`config.mk`:
```
export PLATFORM = sky130hd
export DESIGN_NAME = rto_and_congestion_window
export DESIGN_NICKNAME = d
export VERILOG_FILES = /design/src/rcw_pkg.sv /design/src/rcw_div.sv /design/src/rcw_ctrl.sv /design/src/rcw_dp.sv /design/src/rto_and_congestion_window.sv
export SDC_FILE = /design/constraint.sdc
export NUM_CORES = 2
export LEC_CHECK = 0
export ABC_CLOCK_PERIOD_IN_PS = 25300
export BUFFER_PORTS_ARGS = -buffer_cell sky130_fd_sc_hd__buf_4
export CAP_MARGIN = 20
export CORE_ASPECT_RATIO = 0.75
export CORE_UTILIZATION = 50
export DETAILED_ROUTE_END_ITERATION = 8
export PLACE_DENSITY = 0.66
export SLEW_MARGIN = 15
export SYNTH_ARGS = -nofsm -noshare
export SYNTH_HDL_FRONTEND = slang
export SYNTH_SLANG_ARGS = --single-unit
```
`constraint.sdc`:
```
create_clock -name clk -period 25.3 [get_ports clk]
set_input_delay 1.265 -clock clk [delete_from_list [all_inputs] [get_ports clk]]
set_output_delay 1.265 -clock clk [all_outputs]
set_load 0.01 [all_outputs]
```
`src/rcw_pkg.sv`:
```
// Package for the RTO estimator and congestion window block.
// Holds the item structs, register indexes, controller states and the
// command and status structs shared by the controller and datapath.
package rcw_pkg;

	// One input item: a transport event.
	typedef struct packed {
		logic [1:0]  mode;
		logic [23:0] rtt_sample;
		logic [15:0] remote_window;
		logic        fast_resent;
		logic        loss_seen;
		logic [15:0] in_flight;
	} in_item_t;

	// One result item: the current timer and window values.
	typedef struct packed {
		logic [15:0] rto_now;
		logic [15:0] cwnd_now;
		logic [15:0] threshold_now;
	} out_item_t;

	// Event codes carried in the mode field.
	localparam logic [1:0] MODE_SAMPLE = 2'd0;
	localparam logic [1:0] MODE_ACK    = 2'd1;
	localparam logic [1:0] MODE_FLUSH  = 2'd2;

	// Configuration port geometry and register indexes.
	localparam int CFG_IDX_W  = 3;
	localparam int CFG_DATA_W = 16;
	localparam logic [CFG_IDX_W-1:0] CFG_FLUSH_INTERVAL    = 3'd0;
	localparam logic [CFG_IDX_W-1:0] CFG_MIN_RTO           = 3'd1;
	localparam logic [CFG_IDX_W-1:0] CFG_MAX_RTO           = 3'd2;
	localparam logic [CFG_IDX_W-1:0] CFG_SEGMENT_SIZE      = 3'd3;
	localparam logic [CFG_IDX_W-1:0] CFG_FAST_RESEND_COUNT = 3'd4;
	localparam logic [CFG_IDX_W-1:0] CFG_MIN_THRESHOLD     = 3'd5;

	// Divider geometry: the segment size squared over the byte increment.
	localparam int DIV_STEPS = 28;
	localparam int DIV_CNT_W = $clog2(DIV_STEPS);

	// Reset values of the estimator and window state.
	localparam logic [15:0] RTO_RESET    = 16'd200;
	localparam logic [15:0] THRESH_RESET = 16'd2;

	// Controller states.
	typedef enum logic [3:0] {
		ST_IDLE,
		ST_DISPATCH,
		ST_SAMPLE_UPD,
		ST_SAMPLE_RTO,
		ST_ACK_CHECK,
		ST_ACK_MUL_SQ,
		ST_ACK_DIV_START,
		ST_ACK_DIV_WAIT,
		ST_ACK_INCR,
		ST_ACK_MUL_WIN,
		ST_ACK_GROW,
		ST_FLUSH_FAST,
		ST_FLUSH_MUL,
		ST_FLUSH_INCR,
		ST_FLUSH_LOSS,
		ST_DONE
	} ctrl_state_t;

	// Operand selection of the shared multiplier.
	typedef enum logic [1:0] {
		MUL_NONE,
		MUL_SQ,
		MUL_WIN,
		MUL_FAST
	} mul_sel_t;

	// Commands from the controller to the datapath.
	typedef struct packed {
		logic     load_in;
		logic     srtt_upd;
		logic     rto_upd;
		logic     ack_check;
		mul_sel_t mul_sel;
		logic     div_start;
		logic     incr_add;
		logic     win_grow;
		logic     fast_cut;
		logic     incr_from_prod;
		logic     loss_cut;
		logic     load_out;
	} ctrl_cmd_t;

	// Status from the datapath to the controller.
	typedef struct packed {
		logic [1:0] mode;
		logic       ack_stop;
		logic       ack_slow;
		logic       fast_cut;
		logic       div_done;
		logic       out_busy;
	} dp_status_t;

endpackage

```
`src/rcw_div.sv`:
```
// Restoring divider, one quotient bit per cycle.
// Used by the datapath for the congestion avoidance increment; uses rcw_pkg.
module rcw_div (
	input  logic                          clk,
	input  logic                          arst_n,
	input  logic                          start,
	input  logic [rcw_pkg::DIV_STEPS-1:0] dividend,
	input  logic [31:0]                   divisor,
	output logic [rcw_pkg::DIV_STEPS-1:0] quotient,
	output logic                          done
);

	logic [31:0]                   rem_q;
	logic [rcw_pkg::DIV_STEPS-1:0] quo_q;
	logic [rcw_pkg::DIV_CNT_W-1:0] cnt_q;
	logic                          busy_q;
	logic                          done_q;
	logic [32:0]                   shifted;
	logic [32:0]                   diff;
	logic                          fits;

	// Trial subtraction of the divisor from the shifted remainder.
	always_comb begin
		shifted = {rem_q, quo_q[rcw_pkg::DIV_STEPS-1]};
		diff    = shifted - {1'b0, divisor};
		fits    = shifted >= {1'b0, divisor};
	end

	// Step counter and completion flag.
	always_ff @(posedge clk or negedge arst_n) begin
		if (!arst_n) begin
			cnt_q  <= '0;
			busy_q <= 1'b0;
			done_q <= 1'b0;
		end else if (start) begin
			cnt_q  <= '0;
			busy_q <= 1'b1;
			done_q <= 1'b0;
		end else if (busy_q) begin
			cnt_q <= cnt_q + 1'b1;
			if (cnt_q == rcw_pkg::DIV_CNT_W'(rcw_pkg::DIV_STEPS - 1)) begin
				busy_q <= 1'b0;
				done_q <= 1'b1;
			end
		end
	end

	// Remainder and quotient shift registers.
	always_ff @(posedge clk) begin
		if (start) begin
			rem_q <= '0;
			quo_q <= dividend;
		end else if (busy_q) begin
			rem_q <= fits ? diff[31:0] : shifted[31:0];
			quo_q <= {quo_q[rcw_pkg::DIV_STEPS-2:0], fits};
		end
	end

	assign quotient = quo_q;
	assign done     = done_q;

endmodule

```
`src/rcw_ctrl.sv`:
```
// Controller state machine of the RTO and congestion window block.
// Sequences the datapath through one event; uses rcw_pkg.
module rcw_ctrl (
	input  logic                clk,
	input  logic                arst_n,
	input  logic                in_valid,
	output logic                in_ready,
	input  rcw_pkg::dp_status_t status,
	output rcw_pkg::ctrl_cmd_t  cmd
);

	rcw_pkg::ctrl_state_t state_q;
	rcw_pkg::ctrl_state_t state_d;

	// State register.
	always_ff @(posedge clk or negedge arst_n) begin
		if (!arst_n) begin
			state_q <= rcw_pkg::ST_IDLE;
		end else begin
			state_q <= state_d;
		end
	end

	// Next state and commands.
	always_comb begin
		state_d     = state_q;
		cmd         = '0;
		cmd.mul_sel = rcw_pkg::MUL_NONE;
		in_ready    = 1'b0;
		case (state_q)
			rcw_pkg::ST_IDLE: begin
				in_ready = 1'b1;
				if (in_valid) begin
					cmd.load_in = 1'b1;
					state_d     = rcw_pkg::ST_DISPATCH;
				end
			end
			rcw_pkg::ST_DISPATCH: begin
				case (status.mode)
					rcw_pkg::MODE_SAMPLE: state_d = rcw_pkg::ST_SAMPLE_UPD;
					rcw_pkg::MODE_ACK:    state_d = rcw_pkg::ST_ACK_CHECK;
					rcw_pkg::MODE_FLUSH: begin
						state_d = status.fast_cut ? rcw_pkg::ST_FLUSH_FAST
							: rcw_pkg::ST_FLUSH_LOSS;
					end
					default: state_d = rcw_pkg::ST_DONE;
				endcase
			end
			rcw_pkg::ST_SAMPLE_UPD: begin
				cmd.srtt_upd = 1'b1;
				state_d      = rcw_pkg::ST_SAMPLE_RTO;
			end
			rcw_pkg::ST_SAMPLE_RTO: begin
				cmd.rto_upd = 1'b1;
				state_d     = rcw_pkg::ST_DONE;
			end
			rcw_pkg::ST_ACK_CHECK: begin
				cmd.ack_check = 1'b1;
				if (status.ack_stop || status.ack_slow) begin
					state_d = rcw_pkg::ST_DONE;
				end else begin
					state_d = rcw_pkg::ST_ACK_MUL_SQ;
				end
			end
			rcw_pkg::ST_ACK_MUL_SQ: begin
				cmd.mul_sel = rcw_pkg::MUL_SQ;
				state_d     = rcw_pkg::ST_ACK_DIV_START;
			end
			rcw_pkg::ST_ACK_DIV_START: begin
				cmd.div_start = 1'b1;
				state_d       = rcw_pkg::ST_ACK_DIV_WAIT;
			end
			rcw_pkg::ST_ACK_DIV_WAIT: begin
				if (status.div_done) begin
					state_d = rcw_pkg::ST_ACK_INCR;
				end
			end
			rcw_pkg::ST_ACK_INCR: begin
				cmd.incr_add = 1'b1;
				state_d      = rcw_pkg::ST_ACK_MUL_WIN;
			end
			rcw_pkg::ST_ACK_MUL_WIN: begin
				cmd.mul_sel = rcw_pkg::MUL_WIN;
				state_d     = rcw_pkg::ST_ACK_GROW;
			end
			rcw_pkg::ST_ACK_GROW: begin
				cmd.win_grow = 1'b1;
				state_d      = rcw_pkg::ST_DONE;
			end
			rcw_pkg::ST_FLUSH_FAST: begin
				cmd.fast_cut = 1'b1;
				state_d      = rcw_pkg::ST_FLUSH_MUL;
			end
			rcw_pkg::ST_FLUSH_MUL: begin
				cmd.mul_sel = rcw_pkg::MUL_FAST;
				state_d     = rcw_pkg::ST_FLUSH_INCR;
			end
			rcw_pkg::ST_FLUSH_INCR: begin
				cmd.incr_from_prod = 1'b1;
				state_d            = rcw_pkg::ST_FLUSH_LOSS;
			end
			rcw_pkg::ST_FLUSH_LOSS: begin
				cmd.loss_cut = 1'b1;
				state_d      = rcw_pkg::ST_DONE;
			end
			rcw_pkg::ST_DONE: begin
				if (!status.out_busy) begin
					cmd.load_out = 1'b1;
					state_d      = rcw_pkg::ST_IDLE;
				end
			end
			default: state_d = rcw_pkg::ST_IDLE;
		endcase
	end

endmodule

```
`src/rcw_dp.sv`:
```
// Datapath of the RTO and congestion window block: configuration, estimator
// and window state, shared multiplier, divider and output register.
// Uses rcw_pkg and rcw_div.
module rcw_dp (
	input  logic                                clk,
	input  logic                                arst_n,
	input  logic                                cfg_write,
	input  logic [rcw_pkg::CFG_IDX_W-1:0]       cfg_index,
	input  logic [rcw_pkg::CFG_DATA_W-1:0]      cfg_data,
	input  rcw_pkg::in_item_t                   in_item,
	output logic                                out_valid,
	input  logic                                out_ready,
	output rcw_pkg::out_item_t                  out_item,
	input  rcw_pkg::ctrl_cmd_t                  cmd,
	output rcw_pkg::dp_status_t                 status
);

	// Configuration registers.
	logic [12:0] flush_interval_q;
	logic [15:0] min_rto_q;
	logic [15:0] max_rto_q;
	logic [13:0] segment_size_q;
	logic [7:0]  fast_resend_count_q;
	logic [15:0] min_threshold_q;

	// Estimator and window state.
	logic [23:0] srtt_q;
	logic [23:0] var_q;
	logic [15:0] rto_q;
	logic [15:0] cwnd_q;
	logic [15:0] ssthresh_q;
	logic [31:0] incr_q;

	// Latched event, product and result.
	rcw_pkg::in_item_t  in_q;
	rcw_pkg::out_item_t out_q;
	logic               out_valid_q;
	logic [30:0]        prod_q;

	// Combinational values.
	logic [23:0] delta;
	logic [25:0] var3;
	logic [26:0] var_sum;
	logic [26:0] srtt7;
	logic [26:0] srtt_sum;
	logic [23:0] srtt_new;
	logic [23:0] var_new;
	logic [25:0] var4;
	logic [25:0] rto_term;
	logic [26:0] rto_raw;
	logic [26:0] rto_lo;
	logic [26:0] rto_hi;
	logic [32:0] slow_sum;
	logic [31:0] incr_slow;
	logic [31:0] incr_floor;
	logic [27:0] quo_eff;
	logic [28:0] avoid_add;
	logic [32:0] avoid_sum;
	logic [31:0] incr_avoid;
	logic [15:0] fast_half;
	logic [15:0] fast_thresh;
	logic [16:0] fast_sum;
	logic [15:0] fast_cwnd;
	logic [15:0] loss_half;
	logic [15:0] loss_thresh;
	logic [16:0] mul_a;
	logic [13:0] mul_b;
	logic [30:0] mul_p;
	logic [27:0] div_quo;
	logic        div_done;

	// RTT sample: smoothed RTT, variance, and the clamped RTO.
	always_comb begin
		delta    = (in_q.rtt_sample >= srtt_q) ? in_q.rtt_sample - srtt_q
			: srtt_q - in_q.rtt_sample;
		var3     = 26'({var_q, 1'b0}) + 26'(var_q);
		var_sum  = 27'(var3) + 27'(delta);
		srtt7    = 27'({srtt_q, 3'b000}) - 27'(srtt_q);
		srtt_sum = srtt7 + 27'(in_q.rtt_sample);
		if (srtt_q == '0) begin
			srtt_new = in_q.rtt_sample;
			var_new  = in_q.rtt_sample >> 1;
		end else begin
			var_new  = var_sum[25:2];
			srtt_new = (srtt_sum[26:3] == '0) ? 24'd1 : srtt_sum[26:3];
		end
		var4     = {var_q, 2'b00};
		rto_term = (var4 > 26'(flush_interval_q)) ? var4 : 26'(flush_interval_q);
		rto_raw  = 27'(srtt_q) + 27'(rto_term);
		rto_lo   = (rto_raw < 27'(min_rto_q)) ? 27'(min_rto_q) : rto_raw;
		rto_hi   = (rto_lo > 27'(max_rto_q)) ? 27'(max_rto_q) : rto_lo;
	end

	// Acknowledgment: slow start and congestion avoidance increments.
	always_comb begin
		slow_sum   = {1'b0, incr_q} + 33'(segment_size_q);
		incr_slow  = slow_sum[32] ? '1 : slow_sum[31:0];
		incr_floor = (incr_q < 32'(segment_size_q)) ? 32'(segment_size_q) : incr_q;
		quo_eff    = (incr_q == '0) ? '0 : div_quo;
		avoid_add  = 29'(quo_eff) + 29'(segment_size_q >> 4);
		avoid_sum  = {1'b0, incr_q} + 33'(avoid_add);
		incr_avoid = avoid_sum[32] ? '1 : avoid_sum[31:0];
	end

	// Flush: fast resend cut and loss cut.
	always_comb begin
		fast_half   = in_q.in_flight >> 1;
		fast_thresh = (fast_half > min_threshold_q) ? fast_half : min_threshold_q;
		fast_sum    = 17'(fast_thresh) + 17'(fast_resend_count_q);
		fast_cwnd   = fast_sum[16] ? '1 : fast_sum[15:0];
		loss_half   = cwnd_q >> 1;
		loss_thresh = (loss_half > min_threshold_q) ? loss_half : min_threshold_q;
	end

	// Shared multiplier operand selection.
	always_comb begin
		case (cmd.mul_sel)
			rcw_pkg::MUL_SQ: begin
				mul_a = 17'(segment_size_q);
				mul_b = segment_size_q;
			end
			rcw_pkg::MUL_WIN: begin
				mul_a = 17'(cwnd_q) + 17'd1;
				mul_b = segment_size_q;
			end
			rcw_pkg::MUL_FAST: begin
				mul_a = 17'(cwnd_q);
				mul_b = segment_size_q;
			end
			default: begin
				mul_a = '0;
				mul_b = '0;
			end
		endcase
		mul_p = 31'(mul_a) * 31'(mul_b);
	end

	// Divider for the segment size squared over the byte increment.
	rcw_div u_div (
		.clk      (clk),
		.arst_n   (arst_n),
		.start    (cmd.div_start),
		.dividend (prod_q[27:0]),
		.divisor  (incr_q),
		.quotient (div_quo),
		.done     (div_done)
	);

	// Configuration registers.
	always_ff @(posedge clk or negedge arst_n) begin
		if (!arst_n) begin
			flush_interval_q    <= 13'd100;
			min_rto_q           <= 16'd100;
			max_rto_q           <= 16'd60000;
			segment_size_q      <= 14'd1376;
			fast_resend_count_q <= 8'd0;
			min_threshold_q     <= 16'd2;
		end else if (cfg_write) begin
			case (cfg_index)
				rcw_pkg::CFG_FLUSH_INTERVAL:    flush_interval_q    <= cfg_data[12:0];
				rcw_pkg::CFG_MIN_RTO:           min_rto_q           <= cfg_data;
				rcw_pkg::CFG_MAX_RTO:           max_rto_q           <= cfg_data;
				rcw_pkg::CFG_SEGMENT_SIZE:      segment_size_q      <= cfg_data[13:0];
				rcw_pkg::CFG_FAST_RESEND_COUNT: fast_resend_count_q <= cfg_data[7:0];
				rcw_pkg::CFG_MIN_THRESHOLD:     min_threshold_q     <= cfg_data;
				default: ;
			endcase
		end
	end

	// Estimator and window state updates.
	always_ff @(posedge clk or negedge arst_n) begin
		if (!arst_n) begin
			srtt_q     <= '0;
			var_q      <= '0;
			rto_q      <= rcw_pkg::RTO_RESET;
			cwnd_q     <= '0;
			ssthresh_q <= rcw_pkg::THRESH_RESET;
			incr_q     <= '0;
		end else begin
			if (cmd.srtt_upd) begin
				srtt_q <= srtt_new;
				var_q  <= var_new;
			end
			if (cmd.rto_upd) begin
				rto_q <= rto_hi[15:0];
			end
			if (cmd.ack_check && !status.ack_stop) begin
				if (status.ack_slow) begin
					cwnd_q <= cwnd_q + 16'd1;
					incr_q <= incr_slow;
				end else begin
					incr_q <= incr_floor;
				end
			end
			if (cmd.incr_add) begin
				incr_q <= incr_avoid;
			end
			if (cmd.win_grow && (32'(prod_q) <= incr_q)) begin
				cwnd_q <= cwnd_q + 16'd1;
			end
			if (cmd.fast_cut) begin
				ssthresh_q <= fast_thresh;
				cwnd_q     <= fast_cwnd;
			end
			if (cmd.incr_from_prod) begin
				incr_q <= 32'(prod_q);
			end
			if (cmd.loss_cut) begin
				if (in_q.loss_seen) begin
					ssthresh_q <= loss_thresh;
					cwnd_q     <= 16'd1;
					incr_q     <= 32'(segment_size_q);
				end else if (cwnd_q == '0) begin
					cwnd_q <= 16'd1;
					incr_q <= 32'(segment_size_q);
				end
			end
		end
	end

	// Event latch, multiplier product register and output item register.
	always_ff @(posedge clk) begin
		if (cmd.load_in) begin
			in_q <= in_item;
		end
		if (cmd.mul_sel != rcw_pkg::MUL_NONE) begin
			prod_q <= mul_p;
		end
		if (cmd.load_out) begin
			out_q.rto_now       <= rto_q;
			out_q.cwnd_now      <= cwnd_q;
			out_q.threshold_now <= ssthresh_q;
		end
	end

	// Output item valid flag.
	always_ff @(posedge clk or negedge arst_n) begin
		if (!arst_n) begin
			out_valid_q <= 1'b0;
		end else if (cmd.load_out) begin
			out_valid_q <= 1'b1;
		end else if (out_ready) begin
			out_valid_q <= 1'b0;
		end
	end

	// Status back to the controller.
	always_comb begin
		status.mode     = in_q.mode;
		status.ack_stop = cwnd_q >= in_q.remote_window;
		status.ack_slow = cwnd_q < ssthresh_q;
		status.fast_cut = in_q.fast_resent && (fast_resend_count_q != '0);
		status.div_done = div_done;
		status.out_busy = out_valid_q && !out_ready;
	end

	assign out_valid = out_valid_q;
	assign out_item  = out_q;

endmodule

```
`src/rto_and_congestion_window.sv`:
```
// RTO estimator and AIMD congestion window. Each input item is one transport
// event (RTT sample, acknowledgment progress, or flush outcome) and yields one
// result item with the current RTO, congestion window and slow-start threshold.
// Items are handled one at a time. An RTT sample updates the smoothed RTT and
// variance, then the RTO; a flush outcome applies the fast resend cut if one
// is due, then the loss cut or window floor; an acknowledgment ends after the
// check in slow start or at the peer limit, and in congestion avoidance waits
// on the 28-step restoring divider; an unused mode code goes to the result.
// The controller is back in idle at the edge that presents the result, so the
// next item can be accepted in the cycle after. A finished result sits in an
// output register, so it may wait for the consumer while the next item is in
// progress; if it is still waiting when the next result is ready, the
// controller holds in its last state and the input is not ready. Configuration
// registers are written through a plain write port and should only be changed
// while the block is idle.
module rto_and_congestion_window (
	input  logic                           clk,
	input  logic                           arst_n,
	input  logic                           in_valid,
	output logic                           in_ready,
	input  rcw_pkg::in_item_t              in_item,
	output logic                           out_valid,
	input  logic                           out_ready,
	output rcw_pkg::out_item_t             out_item,
	input  logic                           cfg_write,
	input  logic [rcw_pkg::CFG_IDX_W-1:0]  cfg_index,
	input  logic [rcw_pkg::CFG_DATA_W-1:0] cfg_data
);

	rcw_pkg::ctrl_cmd_t  cmd;
	rcw_pkg::dp_status_t status;

	// Sequencing of each event.
	rcw_ctrl u_ctrl (
		.clk      (clk),
		.arst_n   (arst_n),
		.in_valid (in_valid),
		.in_ready (in_ready),
		.status   (status),
		.cmd      (cmd)
	);

	// State, arithmetic and output register.
	rcw_dp u_dp (
		.clk       (clk),
		.arst_n    (arst_n),
		.cfg_write (cfg_write),
		.cfg_index (cfg_index),
		.cfg_data  (cfg_data),
		.in_item   (in_item),
		.out_valid (out_valid),
		.out_ready (out_ready),
		.out_item  (out_item),
		.cmd       (cmd),
		.status    (status)
	);

endmodule

```
==> metrics.cfg <==
[global_route]
grt_overflow_total=0
grt_pass1_wl_um=192000
grtUsageTotal=0.289
gr-usage-met3=0.0764
grt_max_degree=100
use_met2=0.397
first_global_vias=33042
globalRouteMet1Util=0.446
antenna_found_initial=1
top_usage_layer=met1

[power_and_ir_drop]
p_clk_frac=0.418
p_leak_nw=21.5
power_switching_mw=0.559
ir_worst_vdd_v=0.0000469
pwr-share-seq=0.413
switching_share=0.295
powerDensity_mw_per_mm2=41.2
internal_power_mw=1.34
report.power.total_mw=1.90
p_comb_frac=0.169

[detailed_routing]
via_per_inst=5.92
num_vias=35224
drc=0
post_drt_wl_per_cell_um=20.8
drt_iter0_drc=3488
antenna_left=0
routed_wirelength_um=124000
first_pass_iters=6

[yosys]
synthTopCellsByArea=ha_1, dfrtp_1, edfxtp_1, fa_1, inv_1
synthesis.area_mm2=0.0421
async_reset_ff_frac=0.530
synth_largest_area_cell=ha_1
netlist.area_leader.share=0.138
synth_cells=4753
ys_warn_count=0
synth.avg_cell_area_um2=8.86
synthMuxAreaShare=0.0437
yosysSeqAreaShare=0.267
synthSimpleGateAreaFrac=0.149
synth-compound-area-share=0.180
yosys.cell_types.count=98
synth_ff_type=dfrtp_1
synth_fa_ha_area_frac=0.253
synth_top_family_by_area=adder cells
synth_xor_area_frac=0.0389
syn_nets=5543
synth_edf_count=166
ys_seq_elements=421

[setup_path]
reg2regPathDepth=33
crit_required_ns=25.82
path_common_cell=o21ai_0
crit_type=reg2reg
critPathMaxStageDelay_ns=0.86
critPathMaxFanout=23
crit_slowest_cell=o22ai_2
cp_num_buf_inv=1
cp_top_family=compound AO/OA/AOI/OAI gates
endpoint_kind=register
crit_cells=33
cp.arrival_ns=11.09
critPathLaunchType=register

[sta]
hold_viol=0
max_freq_mhz=94.6
period_needed_ns=10.57
drv_slew=0
tns_ns=0
relSlewSlack=0.241
fin_skew_ns=0.0541
finalCritPeriodShare=0.418
setup_viol=0
worst_slew_pin_slew_ns=1.13
grt_setup_unrepaired=no

[placement]
io_buffers=132
place_hpwl_um=94400
finalWeightedCongestion=0.948

[outcome]
status=complete, no violations

[clock_network]
clock_latency_ns=0.65
cts_sinks=421
clk_pin_slew_worst_paths_ns=0.06
post-cts-setup-buffers=0
clockRootBuffer=clkbuf_16
cts-buffers-inserted=51
ctsResizeCount=0
htreeDepth=2
cts_buffer_depth=3
hold_buffers=0
tritoncts=done

[worst_hold_path]
worstHoldPathType=reg2reg
holdPathStages=0

[die]
core-area_mm2=0.0828
chipHeight_um=253
initial_core_util=0.509
num_rows=91
die_area_mm2=0.0854
io_pins=134
die_w_um=337

[finish]
layout-drive-gt1-share=0.0890
layout_commonest_cell=inv_1
layout_common_cells=inv_1, nand2_1, ha_1
syn_to_final_growth_pct=9.21
nets=5579

[flow_run]
max_cap_violations=0

## per-layer routing
layer / share of wire / routed length (µm) / up-vias
met1: 0.48 / 59900 / 16967
li1: - / - / 16681
met5: 0 / 0 / -
met2: 0.40 / 49200 / 1408
met3: 0.10 / 12400 / 168
met4: 0.019 / 2340 / 0
## sequential cells by signal, summed over array words and instances (netlist names), 2 cells and up
signal / count
u_dp.out_item: 48
u_dp.in_q: 42
u_dp.incr_q: 32
u_dp.u_div.rem_q: 32
u_dp.prod_q: 31
u_dp.u_div.quotient: 28
u_dp.srtt_q: 24
u_dp.var_q: 24
u_dp.cwnd_q: 16
u_dp.max_rto_q: 16
u_dp.min_rto_q: 16
u_dp.min_threshold_q: 16
u_dp.rto_q: 16
u_dp.ssthresh_q: 16
u_dp.fast_half: 15
u_dp.segment_size_q: 14
u_dp.flush_interval_q: 13
u_dp.fast_resend_count_q: 8
u_dp.u_div.cnt_q: 5
u_ctrl.state_q: 4
u_dp.status: 2
## logic make-up (layout without fill, tap and decap cells)
group | count (synthesis) | after routing
buffers and inverters | 752 | 831
other | 0 | 2
XOR/XNOR | 187 | 187
AO/OA/AOI/OAI | 1170 | 1170
multiplexers | 171 | 171
flip-flops | 421 | 421
adder cells (fa/ha/maj) | 706 | 706
AND/OR/NAND/NOR | 1346 | 1346
## power groups by stage
stage	clock network, mW	registers (mW)	logic (mW)
2_1_floorplan	0	0.772	0.232
3_3_place_gp	0	0.794	0.308
3_5_place_dp	0	0.795	0.314
4_1_cts	0.804	0.782	0.316
5_1_grt	0.829	0.785	0.352
6_report	0.792	0.784	0.321
## area by class of cell
class,instances,area (µm²)
Multi-Input combinational cell,3580,28100
Tap cell,1116,1400
Timing Repair Buffer,180,1370
Inverter,555,2080
Fill cell,7528,36800
Antenna cell,2,5.00
Clock inverter,24,294
Clock buffer,72,1520
Sequential cell,421,11200
## path summary, 6_finish.rpt
path                                      from  slack, ns             endpoint
setup / recovery                 u_dp.var_q[1]      14.73        u_dp.rto_q[4]
hold / removal             u_dp.ssthresh_q[15]       0.44    u_dp.out_item[15]
setup reg to reg                 u_dp.var_q[1]      14.73        u_dp.rto_q[4]
hold reg to reg            u_dp.ssthresh_q[15]       0.44    u_dp.out_item[15]
max in group asynchronous               arst_n      22.27    u_dp.u_div.busy_q
min in group asynchronous               arst_n       0.60  u_dp.ssthresh_q[15]
## Yosys cell counts (70+ instances only)
cell and n:
inv_1 555, nand2_1 551, ha_1 466, o21ai_0 305, a21oi_1 283, nor2_1 266
fa_1 240, dfrtp_1 201, edfxtp_1 166, clkbuf_1 160, xnor2_1 116, a21o_1 110
nand3_1 100, mux2i_1 92, nor3_1 75, mux2_2 71, xor2_1 71, nor2b_1 70
## through the flow
stage / hold WS, ns / worst slack, ns / area [µm²] / instances / util
after floorplan: 0.425 / 16.73 / 42100 / 4753 / -
after global placement: 0.428 / 15.44 / 44200 / 5850 / 0.533
after detailed placement: 0.434 / 15.22 / 44200 / 5850 / 0.533
after CTS: 0.445 / 15.16 / 46000 / 5946 / 0.555
after global routing: 0.456 / 14.25 / 46000 / 5948 / 0.556
final: 0.442 / 14.73 / 46000 / 5950 / 0.556
No activity file was read; power rests on OpenSTA's default activity.
